File: src/design/bpa_ram.sv
`timescale 1ns / 1ps
// ----------------------------------------------------------------------------
// Generic single-port RAM
// One write or read address per cycle, registered read data.
// ----------------------------------------------------------------------------
module bpa_ram #(
  parameter int WIDTH = 8,
  parameter int DEPTH = 16
) (
  input  logic                                   clk,
  input  logic                                   we,
  input  logic [(DEPTH > 1 ? $clog2(DEPTH) : 1)-1:0] addr,
  input  logic [WIDTH-1:0]                       wdata,
  output logic [WIDTH-1:0]                       rdata
);

  logic [WIDTH-1:0] mem [DEPTH];

  always_ff @(posedge clk) begin
    if (we) begin
      mem[addr] <= wdata;
    end
    rdata <= mem[addr];
  end

endmodule

File: config.mk
export PLATFORM = sky130hd
export DESIGN_NAME = bpa_ram
export DESIGN_NICKNAME = d
export VERILOG_FILES = /design/src/design/bpa_ram.sv
export SDC_FILE = /design/constraint.sdc
export NUM_CORES = 1
export LEC_CHECK = 0
export BUFFER_PORTS_ARGS = -buffer_cell sky130_fd_sc_hd__buf_2
export CAP_MARGIN = 20
export CORE_MARGIN = 2
export CORE_UTILIZATION = 50
export CTS_BUF_LIST = sky130_fd_sc_hd__clkbuf_4
export DETAILED_ROUTE_END_ITERATION = 6
export PLACE_DENSITY = 0.78
export SLEW_MARGIN = 15
export SYNTH_ARGS = -nofsm -noshare
export SYNTH_HDL_FRONTEND = slang
export SYNTH_SLANG_ARGS = --single-unit
File: constraint.sdc
create_clock -name clk -period 3.3 [get_ports clk]
set_clock_uncertainty 0.15 [all_clocks]
set_input_delay 0.66 -clock clk [delete_from_list [all_inputs] [get_ports clk]]
set_output_delay 0.66 -clock clk [all_outputs]
set_load 0.02 [all_outputs]
**Yosys cells after proc, flatten, opt, wreduce, memory -nomap -nowiden**

Memory sizes are Yosys's and may differ from the RTL's. A register that Yosys moved wholly into a read port is not among the register bits.
Cells that the tools add are included.

- Bits in writable memories: 128
- Output and inout port bits: 8
- Bits in read-only memories: 0
- Bits in latches: 0
- Word-level logic and storage cells: 3
- Input bits: 14
- Memories kept: 1
- Register bits: 0

Memories:

| name | words | bits a word | rd ports | clocked after memory_dff | write ports | line | RTL |
|---|---|---|---|---|---|---|---|
| mem | 16 | 8 | 1 | 1 | 1 | 17 | `logic [WIDTH-1:0] mem [DEPTH];` |

- Equality and inequality tests: 0
- Add/subtract/negate cells: 0
- Multiplexer cells: 2
- Multiply operators: 0
- Div/mod/pow operators: 0
- Shift operators: 0
- $lt $le $gt $ge: 0
- Reductions and logical operators: 0
- Bitwise logic cells: 0

Operator list:

| operator | count |
|---|---|
| 2-to-1 mux 1 bit | 2 |

**Longest topological paths before layout**

- Word-level depth: 2
- Gate-level depth with buffers: 5
- Gate-level depth less buffers: 3

**Worst setup path before layout**

OpenSTA, ideal clock, no wires.

- Path kind: input-to-reg
- From: input port addr[2] (netlist bit)
- To: memory mem[0][0], enable pin
- Path slack: 0.997 ns
- Setup time: 0.383 ns
- Required time: 2.767 ns
- Stages on the path: 2
- Path buffers: 0
- Arrival time: 1.770 ns
- Cell sequence: or3b_2 -> nor3_1

RTL lines:

| item | line | RTL |
|---|---|---|
| start: declaration | 12 | `input logic [(DEPTH > 1 ? $clog2(DEPTH) : 1)-1:0] addr,` |
| end: declaration | 17 |  |

No word-level cell before the write port.

**Worst setup path in the final report**

- From: input port addr[2] (netlist bit)
- To: memory mem[0][7], enable pin

No word-level cell before the write port.

==> flow_metrics.env <==
export IMPL_fillerInstances=745
export IMPL_crit_arrival_ns=2.08
export IMPL_register_area_mm2=0.00400
export IMPL_yosysTopAreaCellShare=0.759
export IMPL_status="complete, no violations"
export IMPL_grt_max_degree=22
export IMPL_tightest_slew_ns=0.734
export IMPL_fp_dieH_um=105
export IMPL_place_area_mm2=0.00542
export IMPL_fp_coreArea_mm2=0.00982
export IMPL_sw_frac_of_total=0.224
export IMPL_ir_drop_uv=285
export IMPL_drv_slew=0
export IMPL_vias=2374
export IMPL_seq_area_frac_synth=0.790
export IMPL_crit_required_ns=3.40
export IMPL_min_period_ns=1.99
export IMPL_slowest_delay_ns=0.52
export IMPL_first_pass_iters=5
export IMPL_drv_cap=0
export IMPL_grtUsageTotal=0.171
export IMPL_cts_resized=0
export IMPL_cts_setup_buffers=0
export IMPL_vias_per_cell=5.61
export IMPL_p_seq_frac=0.594
export IMPL_numCtsBuffers=17
export IMPL_crit_path_top_delay_cell="or3b_2"
export IMPL_drcViolationCount=0
export IMPL_hold_viol=0
export IMPL_mostFrequentLayoutCells="128 x edfxtp_1, 32 x mux4_2, 21 x buf_2, 17 x clkbuf_4"
export IMPL_die_x_um=105
export IMPL_synthesis_area_mm2=0.00507
export IMPL_dieArea_mm2=0.0110
export IMPL_finalSetupViolations=0
export IMPL_synth_nets=244
export IMPL_ys_ff_latch=136
export IMPL_synthCells=230
export IMPL_syn_to_final_growth_pct=13.2
export IMPL_start_kind="input port"
export IMPL_p_switching_uw=730
export IMPL_period_share=0.603
export IMPL_place_congestion=0.733
export IMPL_hold_class="input port to flop"
export IMPL_initial_core_util=0.516
export IMPL_slew_headroom=0.508
export IMPL_p_int_mw=2.53
export IMPL_fin_setup_tns_ns=0
export IMPL_synth_cell_types=18
export IMPL_root_buffer="clkbuf_4"
export IMPL_port_buffers=21
export IMPL_detail_route_wirelength_um=8740
export IMPL_final_nets=291
export IMPL_hpwlAfterDp_um=5800
export IMPL_overflow=0
export IMPL_clock_fmax_mhz=503
export IMPL_clkPwrFrac=0.348
export IMPL_clock_sinks=136
export IMPL_drive_above_1_share=0.362
export IMPL_post_route_cell_area_mm2=0.00573
export IMPL_fin_util=0.584
export IMPL_multi_input_area_mm2=0.00101
export IMPL_hold_buffers=0
export IMPL_ant_nets=0
export IMPL_yosysTopAreaCell="edfxtp_1"
export IMPL_finalPower_mw=3.26
export IMPL_mostFrequentLayoutCell="edfxtp_1"
export IMPL_cts_tree="done"
export IMPL_ys_warn_count=0
export IMPL_worst_setup_path_end_kind="flop"
export IMPL_grt_pass1_vias=2440
export IMPL_rows=36
export IMPL_synth_area_top_cells="edfxtp_1 76%, mux4_2 14%, dfxtp_1 3.2%"
export IMPL_clockBufferDepth=2
export IMPL_combPwrFrac=0.057
export IMPL_diodes=0
export IMPL_grt_setup_unrepaired="false"
export IMPL_crit_path_cell_trace="buf_2 > or3b_2 > nor3_1 > clkbuf_2"
export IMPL_dr_first_iter_drc_count=224
export IMPL_wl_per_cell_um=20.7
export IMPL_leakage_nw=1.87
export IMPL_clk_pin_slew_ns=0.12
export IMPL_htree_levels=4
export IMPL_grt_pass1_wl_um=13600
export IMPL_antenna_found_initial=0
export IMPL_io_pins=22
export IMPL_cp_max_fo=8
export IMPL_critical_path_class="input port to flop"
export IMPL_clock_latency_ns=0.53
export IMPL_power_density_mw_per_mm2=568
export IMPL_syn_avg_cell_area_um2=22.0
[critical path: cells and delay by family]
kind                   cells  cell delay [ns]
buffers and inverters      2             0.42
AND/OR/NAND/NOR            2             1.01
[cells by family (layout without fill, tap and decap cells)]
logic type / Yosys count / in the layout / synth area share
flops: 136 / 136 / 0.790
compound gates: 16 / 16 / 0.0237
mux: 32 / 32 / 0.142
simple gates: 35 / 35 / 0.0321
buf+inv: 11 / 71 / 0.0119
[area by class of cell]
cell class,count,area share
flip-flops and latches,136,0.698
multi-input cells,83,0.176
repair buffers,39,0.0436
clock inverters,15,0.0310
well taps,133,0.0290
clock buffers,17,0.0223
[synth_stat cells]
cell type  number
nand2b_1        2
edfxtp_1      128
dfxtp_1         8
or3b_2          1
nor2_1         13
buf_6           2
buf_2           2
nor2b_1         2
nand3_1         1
clkbuf_1        2
nor3_1          4
buf_1           4
nand3b_1        2
and2_1          1
clkbuf_2        1
nand2_1         9
mux4_2         32
a22oi_1        16
[path summary, 6_finish.rpt]
path	from	endpoint	slack, ns	cells past startpoint
max	addr[2]	mem[0][7]	1.31	4
min reg2reg	mem[14][3]	rdata[3]	0.53	3
max reg2reg	mem[11][7]	rdata[7]	1.80	3
min	wdata[0]	mem[11][0]	0.35	1
[registers in the layout (all words and copies together) (netlist names)]
signal,cells
mem,128
rdata,8
[per-stage QoR]
stage / hold slack (ns) / cells / setup WS (ns)
final: 0.345 / 423 / 1.31
after global routing: 0.334 / 423 / 1.16
after detailed placement: 0.527 / 390 / 0.663
after global placement: 0.503 / 390 / 0.683
after floorplan: 0.485 / 230 / 0.997
after CTS: 0.310 / 422 / 1.25
[power by group through the flow]
stage          Combinational, mW  Sequential [mW]  Clock (mW)
4_1_cts                    0.189             1.94        1.16
5_1_grt                    0.203             1.94        1.22
6_report                   0.187             1.94        1.13
2_1_floorplan             0.0995             1.99           0
3_3_place_gp               0.183             1.98           0
3_5_place_dp               0.190             1.98           0
[layer usage]
layer | GRT usage | wire [µm] | vias up
met4 | 0.0619 | 86 | 0
li1 | - | - | 1057
met3 | 0.0443 | 467 | 10
met5 | 0 | 0 | -
met1 | 0.224 | 3690 | 1223
met2 | 0.279 | 4500 | 84
Power figures use the tool's default switching activity.
