## src/design/bpa_pkg.sv

```systemverilog
`timescale 1ns / 1ps
// ----------------------------------------------------------------------------
// Buffer pool allocator package
// Request and response payloads, operation and status codes, sequencer states
// and the command interface of the shared multiply/divide unit.
// ----------------------------------------------------------------------------
package bpa_pkg;

  typedef struct packed {
    logic [2:0]  action;
    logic        any_pool;
    logic [8:0]  pool_id;
    logic [31:0] handle;
    logic [63:0] block_size;
    logic [15:0] block_count;
    logic [1:0]  pool_kind;
    logic [63:0] base_address;
    logic [63:0] phys_address;
    logic [7:0]  owner_id;
  } req_t;

  typedef struct packed {
    logic [1:0]  status;
    logic [24:0] value;
    logic [63:0] address_out;
    logic [63:0] size_out;
    logic [15:0] count_out;
    logic [63:0] total_out;
    logic        is_common;
  } rsp_t;

  localparam logic [2:0] ACT_CREATE   = 3'd0;
  localparam logic [2:0] ACT_DESTROY  = 3'd1;
  localparam logic [2:0] ACT_GET      = 3'd2;
  localparam logic [2:0] ACT_RELEASE  = 3'd3;
  localparam logic [2:0] ACT_A2H      = 3'd4;
  localparam logic [2:0] ACT_H2A      = 3'd5;
  localparam logic [2:0] ACT_H2P      = 3'd6;
  localparam logic [2:0] ACT_INFO     = 3'd7;

  localparam logic [1:0] ST_OK      = 2'd0;
  localparam logic [1:0] ST_INVALID = 2'd1;
  localparam logic [1:0] ST_NOSPACE = 2'd2;

  localparam logic [31:0] HANDLE_LIMIT = 32'h01ff_ffff;
  localparam logic [7:0]  OWNER_LIMIT  = 8'h17;

  typedef enum logic [3:0] {
    S_IDLE,
    S_DECODE,
    S_RD,
    S_CHK,
    S_BSCAN,
    S_AWAIT,
    S_MULW,
    S_FIND,
    S_CWR,
    S_FINISH
  } state_t;

  // Shared arithmetic unit: 64 x 16 multiply or 64 / 64 divide, 16-bit quotient.
  typedef struct packed {
    logic        start;
    logic        div;
    logic [63:0] a;
    logic [63:0] b;
  } arith_cmd_t;

  typedef struct packed {
    logic        done;
    logic [79:0] result;
  } arith_rsp_t;

endpackage

```

## src/design/bpa_arith.sv

```systemverilog
`timescale 1ns / 1ps
// ----------------------------------------------------------------------------
// Shared multiply/divide unit
// One 81-bit adder steps a shift-add multiply or a restoring divide, one bit
// of the 16-bit multiplier or quotient per cycle.
// ----------------------------------------------------------------------------
module bpa_arith (
  input  logic                clk,
  input  logic                rst,
  input  bpa_pkg::arith_cmd_t cmd,
  output bpa_pkg::arith_rsp_t rsp
);
  import bpa_pkg::*;

  logic        busy;
  logic        div;
  logic [3:0]  cnt;
  logic [79:0] acc;
  logic [79:0] dreg;
  logic [15:0] mreg;
  logic        done;

  logic [79:0] x;
  logic [79:0] addend;
  logic [80:0] sum;

  always_comb begin
    x      = div ? acc : {acc[78:0], 1'b0};
    addend = (div || mreg[15]) ? dreg : '0;
    sum    = {1'b0, x} + {1'b0, (div ? ~addend : addend)} + 81'(div);
  end

  always_ff @(posedge clk) begin
    if (rst) begin
      busy <= 1'b0;
      done <= 1'b0;
    end else begin
      done <= 1'b0;
      if (cmd.start) begin
        busy <= 1'b1;
        div  <= cmd.div;
        cnt  <= 4'd15;
        if (cmd.div) begin
          acc  <= {16'b0, cmd.a};
          dreg <= {16'b0, cmd.b} << 15;
          mreg <= '0;
        end else begin
          acc  <= '0;
          dreg <= {16'b0, cmd.a};
          mreg <= cmd.b[15:0];
        end
      end else if (busy) begin
        if (div) begin
          // The carry out says the shifted divisor fit into the remainder.
          if (sum[80]) begin
            acc <= sum[79:0];
          end
          mreg <= {mreg[14:0], sum[80]};
          dreg <= dreg >> 1;
        end else begin
          acc  <= sum[79:0];
          mreg <= {mreg[14:0], 1'b0};
        end
        cnt <= cnt - 4'd1;
        if (cnt == 4'd0) begin
          busy <= 1'b0;
          done <= 1'b1;
        end
      end
    end
  end

  assign rsp.done   = done;
  assign rsp.result = div ? {64'b0, mreg} : acc;

endmodule

```

## config.mk

```make
export PLATFORM = sky130hd
export DESIGN_NAME = bpa_arith
export DESIGN_NICKNAME = d
export VERILOG_FILES = /design/src/design/bpa_pkg.sv /design/src/design/bpa_arith.sv
export SDC_FILE = /design/constraint.sdc
export NUM_CORES = 1
export LEC_CHECK = 0
export BUFFER_PORTS_ARGS = -buffer_cell sky130_fd_sc_hd__buf_2
export CAP_MARGIN = 25
export CORE_MARGIN = 10
export CORE_UTILIZATION = 45
export CTS_BUF_LIST = sky130_fd_sc_hd__clkbuf_8
export DETAILED_ROUTE_END_ITERATION = 12
export PLACE_DENSITY = 0.72
export SETUP_SLACK_MARGIN = 0.05
export SLEW_MARGIN = 20
export SYNTH_ARGS = -nofsm -noshare
export SYNTH_HDL_FRONTEND = slang
export SYNTH_SLANG_ARGS = --single-unit
```

## constraint.sdc

```tcl
create_clock -name clk -period 9.49 [get_ports clk]
set_input_delay 1.4235 -clock clk [delete_from_list [all_inputs] [get_ports clk]]
set_output_delay 1.4235 -clock clk [all_outputs]
set_load 0.02 [all_outputs]
```

# After elaboration in Yosys (flattened, before gate mapping)
# Index checks and enable logic that the tools add are counted.
# Widths: inputs -> output; s select.
[word_totals]
elab_cells = 45
latch_bits = 0
n_memories = 0
ram_bits = 0
ff_bits = 183
romBits = 0
[op_classes]
shift = 0
n_reduce_logical = 9
bitwise_logic = 3
div_mod_pow = 0
add_sub_neg = 3
mux = 22
order_cmp = 0
eq_ne = 1
n_mul = 0
[ops]
columns = ["operator", "count"]
rows = [
  ["$mux 80", 11],
  ["$add 80x80->81", 1],
  ["$add 81x1->81", 1],
  ["$not 80->80", 1],
  ["$mux 79", 1],
  ["$mux 64", 1],
  ["$mux 16", 3],
  ["$reduce_and 3->1", 2],
  ["$mux 1", 5],
  ["$logic_not 4->1", 1],
  ["$mux 4", 1],
  ["$reduce_and 2->1", 2],
  ["$reduce_bool 2->1", 2],
  ["$sub 4x1->4 const B", 1],
  ["$ne 3x2->1 const B", 1],
  ["$reduce_or 3->1", 1],
  ["$not 1->1", 2],
  ["$logic_or 1x1->1", 1],
]

# Depth between registers and ports, before layout
# Gate-level depths: netlist of the first run.
[logic_depth]
word_depth = 10
ltp_mapped = 17
ltp_nobuf = 12

# Worst setup path before layout of the first run
# OpenSTA, ideal clock, no wires.
[synth_path]
kind = "register to register"
start = "reg div"
end = "reg acc[0], enable pin"
setup_slack_ns = -0.254
path_buffers = 5
arrival_time_ns = 9.115
stages_incl_launch_ff = 17
required_ns = 8.861
period_less_slack_ns = 9.744
path_cell_list = "edfxtp_1 clkbuf_1 clkbuf_1 clkbuf_1 buf_1 a21o_1 ha_1 buf_2 nand4_1 or3_4 nand2b_1 a211oi_2 o2111ai_1 a21oi_1 o21a_1 o21ai_2 o21ai_0"
[synth_between]
elab_chain_cells = 8
[synth_rtl]
columns = ["item", "line", "text"]
rows = [
  ["start, declared", "bpa_arith.sv:16", "logic div;"],
  ["start signal, assigned", "bpa_arith.sv:41", "div <= cmd.div;"],
  ["$logic_or 1x1->1", "bpa_arith.sv:29", "addend = (div || mreg[15]) ? dreg : '0;"],
  ["$mux 80", "bpa_arith.sv:29", ""],
  ["$not 80->80", "bpa_arith.sv:30", "sum = {1'b0, x} + {1'b0, (div ? ~addend : addend)} + 81'(div);"],
  ["$mux 80", "bpa_arith.sv:30", ""],
  ["$add 80x80->81", "bpa_arith.sv:30", ""],
  ["$add 81x1->81", "bpa_arith.sv:30", ""],
  ["$ne 3x2->1 (no source line) *", "--", ""],
  ["$reduce_and 3->1 (no source line) *", "--", ""],
  ["end signal, assigned", "bpa_arith.sv:44", "acc <= {16'b0, cmd.a};"],
  ["end signal, assigned", "bpa_arith.sv:56", "acc <= sum[79:0];"],
  ["end signal, assigned", "bpa_arith.sv:61", "acc <= sum[79:0];"],
  ["end, declared", "bpa_arith.sv:18", "logic [79:0] acc;"],
]
# Mark *: on every way between the ends. The rest lies on a longest branch, timed or not.
# A chain may end at the register's enable or synchronous reset.

# Final worst setup path of the first run
[layout_path]
start = "reg div"
end = "reg acc[72], enable pin"
# The elaborated chain is that of the path after synthesis.

==> run metrics, run 1 <==
detailed placement HPWL=about 35,000 um; placed cells=2,231; post-route cell area=about 17,000 um2; number of buffers and inverters on the critical path=2; input/output buffers=roughly 210; number of routed nets with antenna violations=0; unrepaired setup endpoints after global routing=no; die boundary height=slightly above 200 um; minimum setup slack after placement=approximately 3.4 ns; first-pass detailed-route iteration total=6; Die Footprint=41,300 um2; crit end category=flop; Leak Pwr=7.28 nW; Final GP Congestion=0.968; multi-input gate area in the final layout=roughly 9100 um2; total wire length after detailed routing=about 47,000 um; Max Clock Skew=0.0261 ns; worst-case clock buffer depth=2; final hold viol count=0; Hold Slack=around 0.5 ns; count of max-cap constraint violations=0; Final Critical Period=6.22 ns; WP data arrival=between 6 and 7 ns; number of resized instances in the post-cts repair step=0; maximum number of pins on one net before global-route repair=263; Cell Area, Placed=16,400 um2; biggest area consumer among synthesized cells=sky130_fd_sc_hd__edfxtp_1; crit start category=flop; clk sinks=between 150 and 200; initial antenna violation count=1; clock tree root driver cell=sky130_fd_sc_hd__clkbuf_8; number of global-route vias before repair=13,100; final slew viol count=0; final worst-path cycle share=0.655; Post-synth ARST share=0; worst vdd rail ir drop=approximately 140 uV; source-to-sink clock delay at the later pin of the worst-skew pair=around 0.52 ns; Storage cell area=5450 um2; slowest stage cell, crit path=sky130_fd_sc_hd__buf_4; total global routing overflow=0; number of buffers inserted by hold repair at cts=0; run status=completed; Post-Synthesis Net Count=approximately 1,900; part of the Yosys area used for sequential elements=0.360; width of the die=a little over 200 um; number of distinct library cell variants in the gate-level netlist after synthesis=76; delay-heaviest family, CP=compound AO/OA/AOI/OAI gates; buffers inserted during post-CTS setup optimization=0; starting density of the core=0.453; count of flip-flops with a built-in enable after synthesis=180; total CTS buffers=17; post-synthesis instance area=between 15,000 and 20,000 um2; 1st-iter DRT viols=about 1,100; FILL cells=about 3,300; Avg Cell Area, Syn=roughly 9 um2; fraction of layout instances using a drive strength above 1=0.203; crit-path max cell delay=between 0.7 and 0.8 ns; layout net count=just over 2,000; post-synthesis instance total=around 1,700; Clock Pin Slew Worst Setup and Hold Paths=0.10 ns; top achievable clock speed=approximately 160 MHz; average detailed-routed wire length per instance=about 21 um; Synth Warn #=0; final routed DRC violation total=0; kind of path behind the tightest hold check=flop to flop; critical path, cell by cell=buf_12 -> nor2b_1 -> a21o_1 -> ha_1 -> nand4_1 -> or3_4 -> nand2b_1 -> a211oi_2 -> o2111ai_1 -> a21oi_1 -> o21a_1 -> o21ai_2 -> o21ai_4 -> buf_4; core area=33,400 um2; top area cells in the synthesized netlist=sky130_fd_sc_hd__edfxtp_1 36%, sky130_fd_sc_hd__ha_1 6.5%, sky130_fd_sc_hd__mux2_2 6.5%, sky130_fd_sc_hd__a21oi_1 5.4%, sky130_fd_sc_hd__a21o_1 5.0%; Max transition margin=0.302; total number of placement rows=67; Final Non-Filler Cells=roughly 2,300; via count=roughly 13,000; Worst Path Class, Setup=flop to flop; power per cell area=roughly 160 nW/um2; leading register cell type out of synthesis=sky130_fd_sc_hd__edfxtp_1; global-route usage over all layers=0.220; first-pass GRT wire length=between 70,000 and 80,000 um; routed via count divided by cell count=5.96; Sum Neg Setup Slack=0 ns; Synth Register Bits=between 150 and 200; largest fanout on the critical path=approximately 260; share of the synthesized area in the top cell type=0.358; CTS tree=done; Required @ worst endpoint=~9.6 ns; signed area change from the synthesized netlist to the final layout=11.3%; Setup violations, final=0; slew at the pin closest to its max-slew limit=1.05 ns; boundary pin count=around 210; number of levels the H-tree was split into=4; final worst slack=~3.3 ns
==> power breakdown <==
group	leakage [nW]	switching (mW)	internal [mW]
Combinational	5.35	0.689	0.433
Sequential	1.73	0.0415	0.989
Clock	0.204	0.336	0.242
==> layout make-up <==
type	instances	share of cell area
diodes	1	0.000149
clock buffers	17	0.0139
clock inverters	15	0.0100
inverters	29	0.00647
multi-input cells	1349	0.542
flip-flops and latches	182	0.324
well taps	448	0.0333
repair buffers	224	0.0706
==> per-stage QoR <==
stage	power (mW)	util
finish	2.73	0.504
global route	2.89	0.504
CTS	2.73	0.504
detailed placement	2.15	0.491
global placement	2.14	0.491
floorplan	1.85	-
==> cells in the final DEF (no fill, tap or decap), types with 11 or more instances in the layout <==
master / count
sky130_fd_sc_hd__nand3_1: 17
sky130_fd_sc_hd__mux2_2: 87
sky130_fd_sc_hd__ha_1: 79
sky130_fd_sc_hd__nor2b_1: 73
sky130_fd_sc_hd__inv_1: 28
sky130_fd_sc_hd__o21ai_0: 110
sky130_fd_sc_hd__a21o_1: 101
sky130_fd_sc_hd__xnor2_1: 34
sky130_fd_sc_hd__nand2_1: 194
sky130_fd_sc_hd__clkbuf_8: 17
sky130_fd_sc_hd__xor2_1: 26
sky130_fd_sc_hd__nor3_1: 18
sky130_fd_sc_hd__nand4_1: 27
sky130_fd_sc_hd__nor2_1: 117
sky130_fd_sc_hd__mux2i_1: 50
sky130_fd_sc_hd__a22o_1: 49
sky130_fd_sc_hd__edfxtp_1: 180
sky130_fd_sc_hd__a31oi_1: 16
sky130_fd_sc_hd__buf_2: 210
sky130_fd_sc_hd__a21oi_1: 162
sky130_fd_sc_hd__nand2b_1: 23
sky130_fd_sc_hd__buf_4: 12
sky130_fd_sc_hd__o21bai_1: 23
sky130_fd_sc_hd__o21a_1: 11
==> registers in the layout, indices dropped and copies added (netlist names) <==
signal  count
acc        80
busy        1
cnt         4
div         1
done        1
dreg       79
mreg       16
==> cell families after synthesis <==
logic type / Yosys count / synth area share
muxes: 137 / 0.0979
adders and majority gates: 80 / 0.0667
xor gates and xnor gates: 60 / 0.0348
buffers and inverters: 147 / 0.0384
AOI/OAI and AO/OA: 544 / 0.235
DFF: 182 / 0.360
and+or+nand+nor: 528 / 0.167
==> cells in the mapped netlist (4+ instances only) <==
cell,count
sky130_fd_sc_hd__clkbuf_1,91
sky130_fd_sc_hd__nand2_1,194
sky130_fd_sc_hd__o211ai_1,9
sky130_fd_sc_hd__o31ai_1,7
sky130_fd_sc_hd__a221o_1,4
sky130_fd_sc_hd__nor2_1,120
sky130_fd_sc_hd__mux2_2,87
sky130_fd_sc_hd__and4_1,7
sky130_fd_sc_hd__o21bai_1,23
sky130_fd_sc_hd__inv_1,29
sky130_fd_sc_hd__xnor2_1,34
sky130_fd_sc_hd__or4_1,4
sky130_fd_sc_hd__a211oi_1,6
sky130_fd_sc_hd__a21o_1,101
sky130_fd_sc_hd__and3_1,7
sky130_fd_sc_hd__or3_1,5
sky130_fd_sc_hd__nor2b_1,74
sky130_fd_sc_hd__xor2_1,26
sky130_fd_sc_hd__buf_2,12
sky130_fd_sc_hd__ha_1,79
sky130_fd_sc_hd__a21oi_1,162
sky130_fd_sc_hd__a21boi_0,7
sky130_fd_sc_hd__and2_1,8
sky130_fd_sc_hd__a221oi_1,5
sky130_fd_sc_hd__nor4_1,5
sky130_fd_sc_hd__nor3_1,18
sky130_fd_sc_hd__nand2b_1,23
sky130_fd_sc_hd__mux2i_1,50
sky130_fd_sc_hd__buf_1,10
sky130_fd_sc_hd__nand4_1,27
sky130_fd_sc_hd__o21ai_0,111
sky130_fd_sc_hd__edfxtp_1,180
sky130_fd_sc_hd__nand3_1,17
sky130_fd_sc_hd__a22o_1,49
sky130_fd_sc_hd__nor3b_1,6
sky130_fd_sc_hd__o21a_1,11
sky130_fd_sc_hd__a31oi_1,16
==> final timing paths <==
kind	slack [ns]	endpoint	cells past startpoint	from
worst max-delay path	3.27	acc[72]$_SDFFCE_PP0P_	14	div$_DFFE_PP_
worst min-delay path	0.50	done$_SDFF_PP0_	1	busy$_SDFF_PP0_
worst max register to register	3.27	acc[72]$_SDFFCE_PP0P_	14	div$_DFFE_PP_
worst min register to register	0.50	done$_SDFF_PP0_	1	busy$_SDFF_PP0_
==> routing by layer <==
| layer | track usage | share of wire | vias up |
|---|---|---|---|
| met2 | 0.340 | 0.45 | 544 |
| met3 | 0.0430 | 0.071 | 51 |
| met5 | 0 | 0 | - |
| li1 | - | - | 6451 |
| met1 | 0.308 | 0.46 | 6445 |
| met4 | 0.0616 | 0.020 | 0 |
No activity file was read; power rests on OpenSTA's default activity.
==> run 2: changes to the inputs <==
--- a/config.mk
+++ b/config.mk
@@ -11,7 +11,7 @@
 export CORE_UTILIZATION = 45
 export CTS_BUF_LIST = sky130_fd_sc_hd__clkbuf_8
 export DETAILED_ROUTE_END_ITERATION = 12
-export PLACE_DENSITY = 0.72
+export PLACE_DENSITY = 0.69
 export SETUP_SLACK_MARGIN = 0.05
 export SLEW_MARGIN = 20
 export SYNTH_ARGS = -nofsm -noshare
==> constraint.sdc (replaced) <==
create_clock -name clk -period 5.9 [get_ports clk]
set_input_delay 0.885 -clock clk [delete_from_list [all_inputs] [get_ports clk]]
set_output_delay 0.885 -clock clk [all_outputs]
set_load 0.02 [all_outputs]
==> run 2 against run 1 <==
  * Clock power grew 46%
  * Design area is essentially flat
  * Critical path depth stayed put
  * Via count fell by 0.98%
  * Highest routed layer is now met5
==> run metrics, run 2 (synthesis results as in run 1) <==
Setup violations, final=0 (unchanged); die boundary height=203 um (unchanged); final slew viol count=0 (unchanged); crit end category=flop (unchanged); number of resized instances in the post-cts repair step=0 (unchanged); layout net count=2,021 (was 2,015); worst vdd rail ir drop=167 uV (was 136 uV); Sum Neg Setup Slack=0 ns (unchanged); FILL cells=3,225 (was 3,252); commonest non-fill, non-tap cell in the layout=sky130_fd_sc_hd__buf_2 (unchanged); maximum number of pins on one net before global-route repair=103 (was 263); detailed placement HPWL=35,700 um (was 35,400 um); Leak Pwr=7.29 nW (was 7.28 nW); largest registers=acc x80, dreg x79, mreg x16 (unchanged); r2r worst-path depth=14 (unchanged); worst-case clock buffer depth=2 (unchanged); placed cells=2,238 (was 2,231); clock tree root driver cell=sky130_fd_sc_hd__clkbuf_8 (unchanged); Clock Pin Slew Worst Setup and Hold Paths=0.10 ns (about the same); number of routed nets with antenna violations=0 (unchanged); number of levels the H-tree was split into=4 (unchanged); endpoint of the most critical setup path=acc[53]$_DFFE_PP_ (was acc[72]$_SDFFCE_PP0P_); register with the most flip-flops=acc (unchanged); number of buffers inserted by hold repair at cts=0 (unchanged); Required @ worst endpoint=6.04 ns (was 9.63 ns); starting density of the core=0.453 (unchanged); Cell Area, Placed=16,500 um2 (was 16,400 um2); CTS tree=done (unchanged); run status=completed (unchanged); first-pass GRT wire length=73,000 um (was 73,100 um); Storage cell area=5450 um2 (unchanged); final routed DRC violation total=0 (unchanged); worst hold path cell count=1 (unchanged); Max transition margin=0.441 (was 0.302); count of max-cap constraint violations=0 (unchanged); flip-flop count of the largest register, all copies and words added=80 (unchanged); source-to-sink clock delay at the later pin of the worst-skew pair=0.50 ns (was 0.52 ns); signed area change from the synthesized netlist to the final layout=11.4% (was 11.3%); power per cell area=256 nW/um2 (was 162 nW/um2); crit start category=flop (unchanged); input/output buffers=212 (unchanged); total number of placement rows=67 (unchanged); endpoint of the worst-slack reg-to-reg timing path=acc[53]$_DFFE_PP_ (was acc[72]$_SDFFCE_PP0P_); total CTS buffers=17 (unchanged); width of the die=203 um (unchanged); boundary pin count=213 (unchanged); 1st-iter DRT viols=1,000 (was 1,137); core area=33,400 um2 (unchanged); via count=13,400 (was 13,500); number of global-route vias before repair=13,000 (was 13,100); global-route usage over all layers=0.219 (was 0.220); commonest cells after routing, fill and taps aside=210 x sky130_fd_sc_hd__buf_2, 194 x sky130_fd_sc_hd__nand2_1, 180 x sky130_fd_sc_hd__edfxtp_1, 162 x sky130_fd_sc_hd__a21oi_1, 117 x sky130_fd_sc_hd__nor2_1 (unchanged); clk sinks=182 (unchanged); Worst Path Class, Setup=flop to flop (unchanged); routed via count divided by cell count=5.89 (was 5.96); buffers inserted during post-CTS setup optimization=0 (unchanged); final worst-path cycle share=0.826 (was 0.655); multi-input gate area in the final layout=9120 um2 (unchanged); Final Non-Filler Cells=2,268 (was 2,265); largest fanout on the critical path=35 (was 262); fraction of layout instances using a drive strength above 1=0.202 (was 0.203); unrepaired setup endpoints after global routing=no (unchanged); Final Critical Period=4.88 ns (was 6.22 ns); top achievable clock speed=205 MHz (was 161 MHz); Worst setup startpoint=div$_DFFE_PP_ (unchanged); Max Clock Skew=0.0209 ns (was 0.0261 ns); total global routing overflow=0 (unchanged); Die Footprint=41,300 um2 (unchanged); final core utilization=0.505 (was 0.504); Final GP Congestion=0.942 (was 0.968); final hold viol count=0 (unchanged); WP data arrival=5.02 ns (was 6.36 ns); kind of path behind the tightest hold check=flop to flop (unchanged); initial antenna violation count=2 (was 1); average detailed-routed wire length per instance=20.6 um (was 20.9 um); RR Startpoint=div$_DFFE_PP_ (unchanged); slew at the pin closest to its max-slew limit=0.839 ns (was 1.05 ns); minimum setup slack among reg-to-reg paths=1.02 ns (was 3.27 ns); total wire length after detailed routing=46,600 um (was 47,300 um); post-route cell area=16,800 um2 (about the same); first-pass detailed-route iteration total=5 (was 6); number of antenna cells inserted=0 (was 1)
## run 2: changes by cell type in the layout (fill, tap and decap cells not counted), moves of 2 or more
cell	change
sky130_fd_sc_hd__inv_6	-6
sky130_fd_sc_hd__buf_4	+4
sky130_fd_sc_hd__inv_1	+4
sky130_fd_sc_hd__buf_12	+3
sky130_fd_sc_hd__clkinvlp_4	+3
sky130_fd_sc_hd__inv_8	-2
## run 2: critical path: stages, from the launching register on
cell and delay [ns]:
sky130_fd_sc_hd__edfxtp_1 0.48, sky130_fd_sc_hd__nor2b_4 0.45, sky130_fd_sc_hd__buf_4 0.40, sky130_fd_sc_hd__mux2_2 0.22, sky130_fd_sc_hd__ha_1 0.24, sky130_fd_sc_hd__nand2_1 0.12, sky130_fd_sc_hd__or3_4 0.42, sky130_fd_sc_hd__nand2b_1 0.18
sky130_fd_sc_hd__a211oi_2 0.28, sky130_fd_sc_hd__o2111ai_1 0.22, sky130_fd_sc_hd__a21oi_1 0.41, sky130_fd_sc_hd__o21a_1 0.25, sky130_fd_sc_hd__o21ai_2 0.12, sky130_fd_sc_hd__o21ai_4 0.20, sky130_fd_sc_hd__buf_4 0.45
## run 2: final cells by class
class | instances | area share
repair buffers | 230 | 0.0743
inverters | 29 | 0.00646
clock buffers | 17 | 0.0139
multi-input cells | 1349 | 0.542
clock inverters | 13 | 0.00721
flip-flops and latches | 182 | 0.323
well taps | 448 | 0.0333
## run 2: layer usage
metal	part of all wire	global-route usage
met5	0.00019	0
met4	0.023	0.0701
met3	0.076	0.0447
met2	0.44	0.333
met1	0.46	0.306
## run 2: per-stage QoR
stage	total power, mW	setup slack, ns	hold WS [ns]
after floorplan	2.97	0.441	0.474
after global placement	3.45	1.23	0.556
after detailed placement	3.47	1.11	0.562
after CTS	4.31	1.08	0.580
after global routing	4.57	0.724	0.575
final	4.31	1.02	0.564
## run 2: worst min path at each step
stage / slack [ns] / end / start
6_report: 0.56 / done$_SDFF_PP0_ / busy$_SDFF_PP0_
5_1_grt: 0.57 / done$_SDFF_PP0_ / busy$_SDFF_PP0_
4_1_cts: 0.58 / done$_SDFF_PP0_ / busy$_SDFF_PP0_
3_5_place_dp: 0.56 / mreg[2]$_DFFE_PP_ / mreg[1]$_DFFE_PP_
3_3_place_gp: 0.56 / done$_SDFF_PP0_ / busy$_SDFF_PP0_
2_1_floorplan: 0.47 / done$_SDFF_PP0_ / busy$_SDFF_PP0_
## run 2: power by group
group	total (mW)	internal, mW	switching (mW)
Sequential	1.65	1.59	0.0650
Combinational	1.81	0.703	1.11
Clock	0.844	0.362	0.482
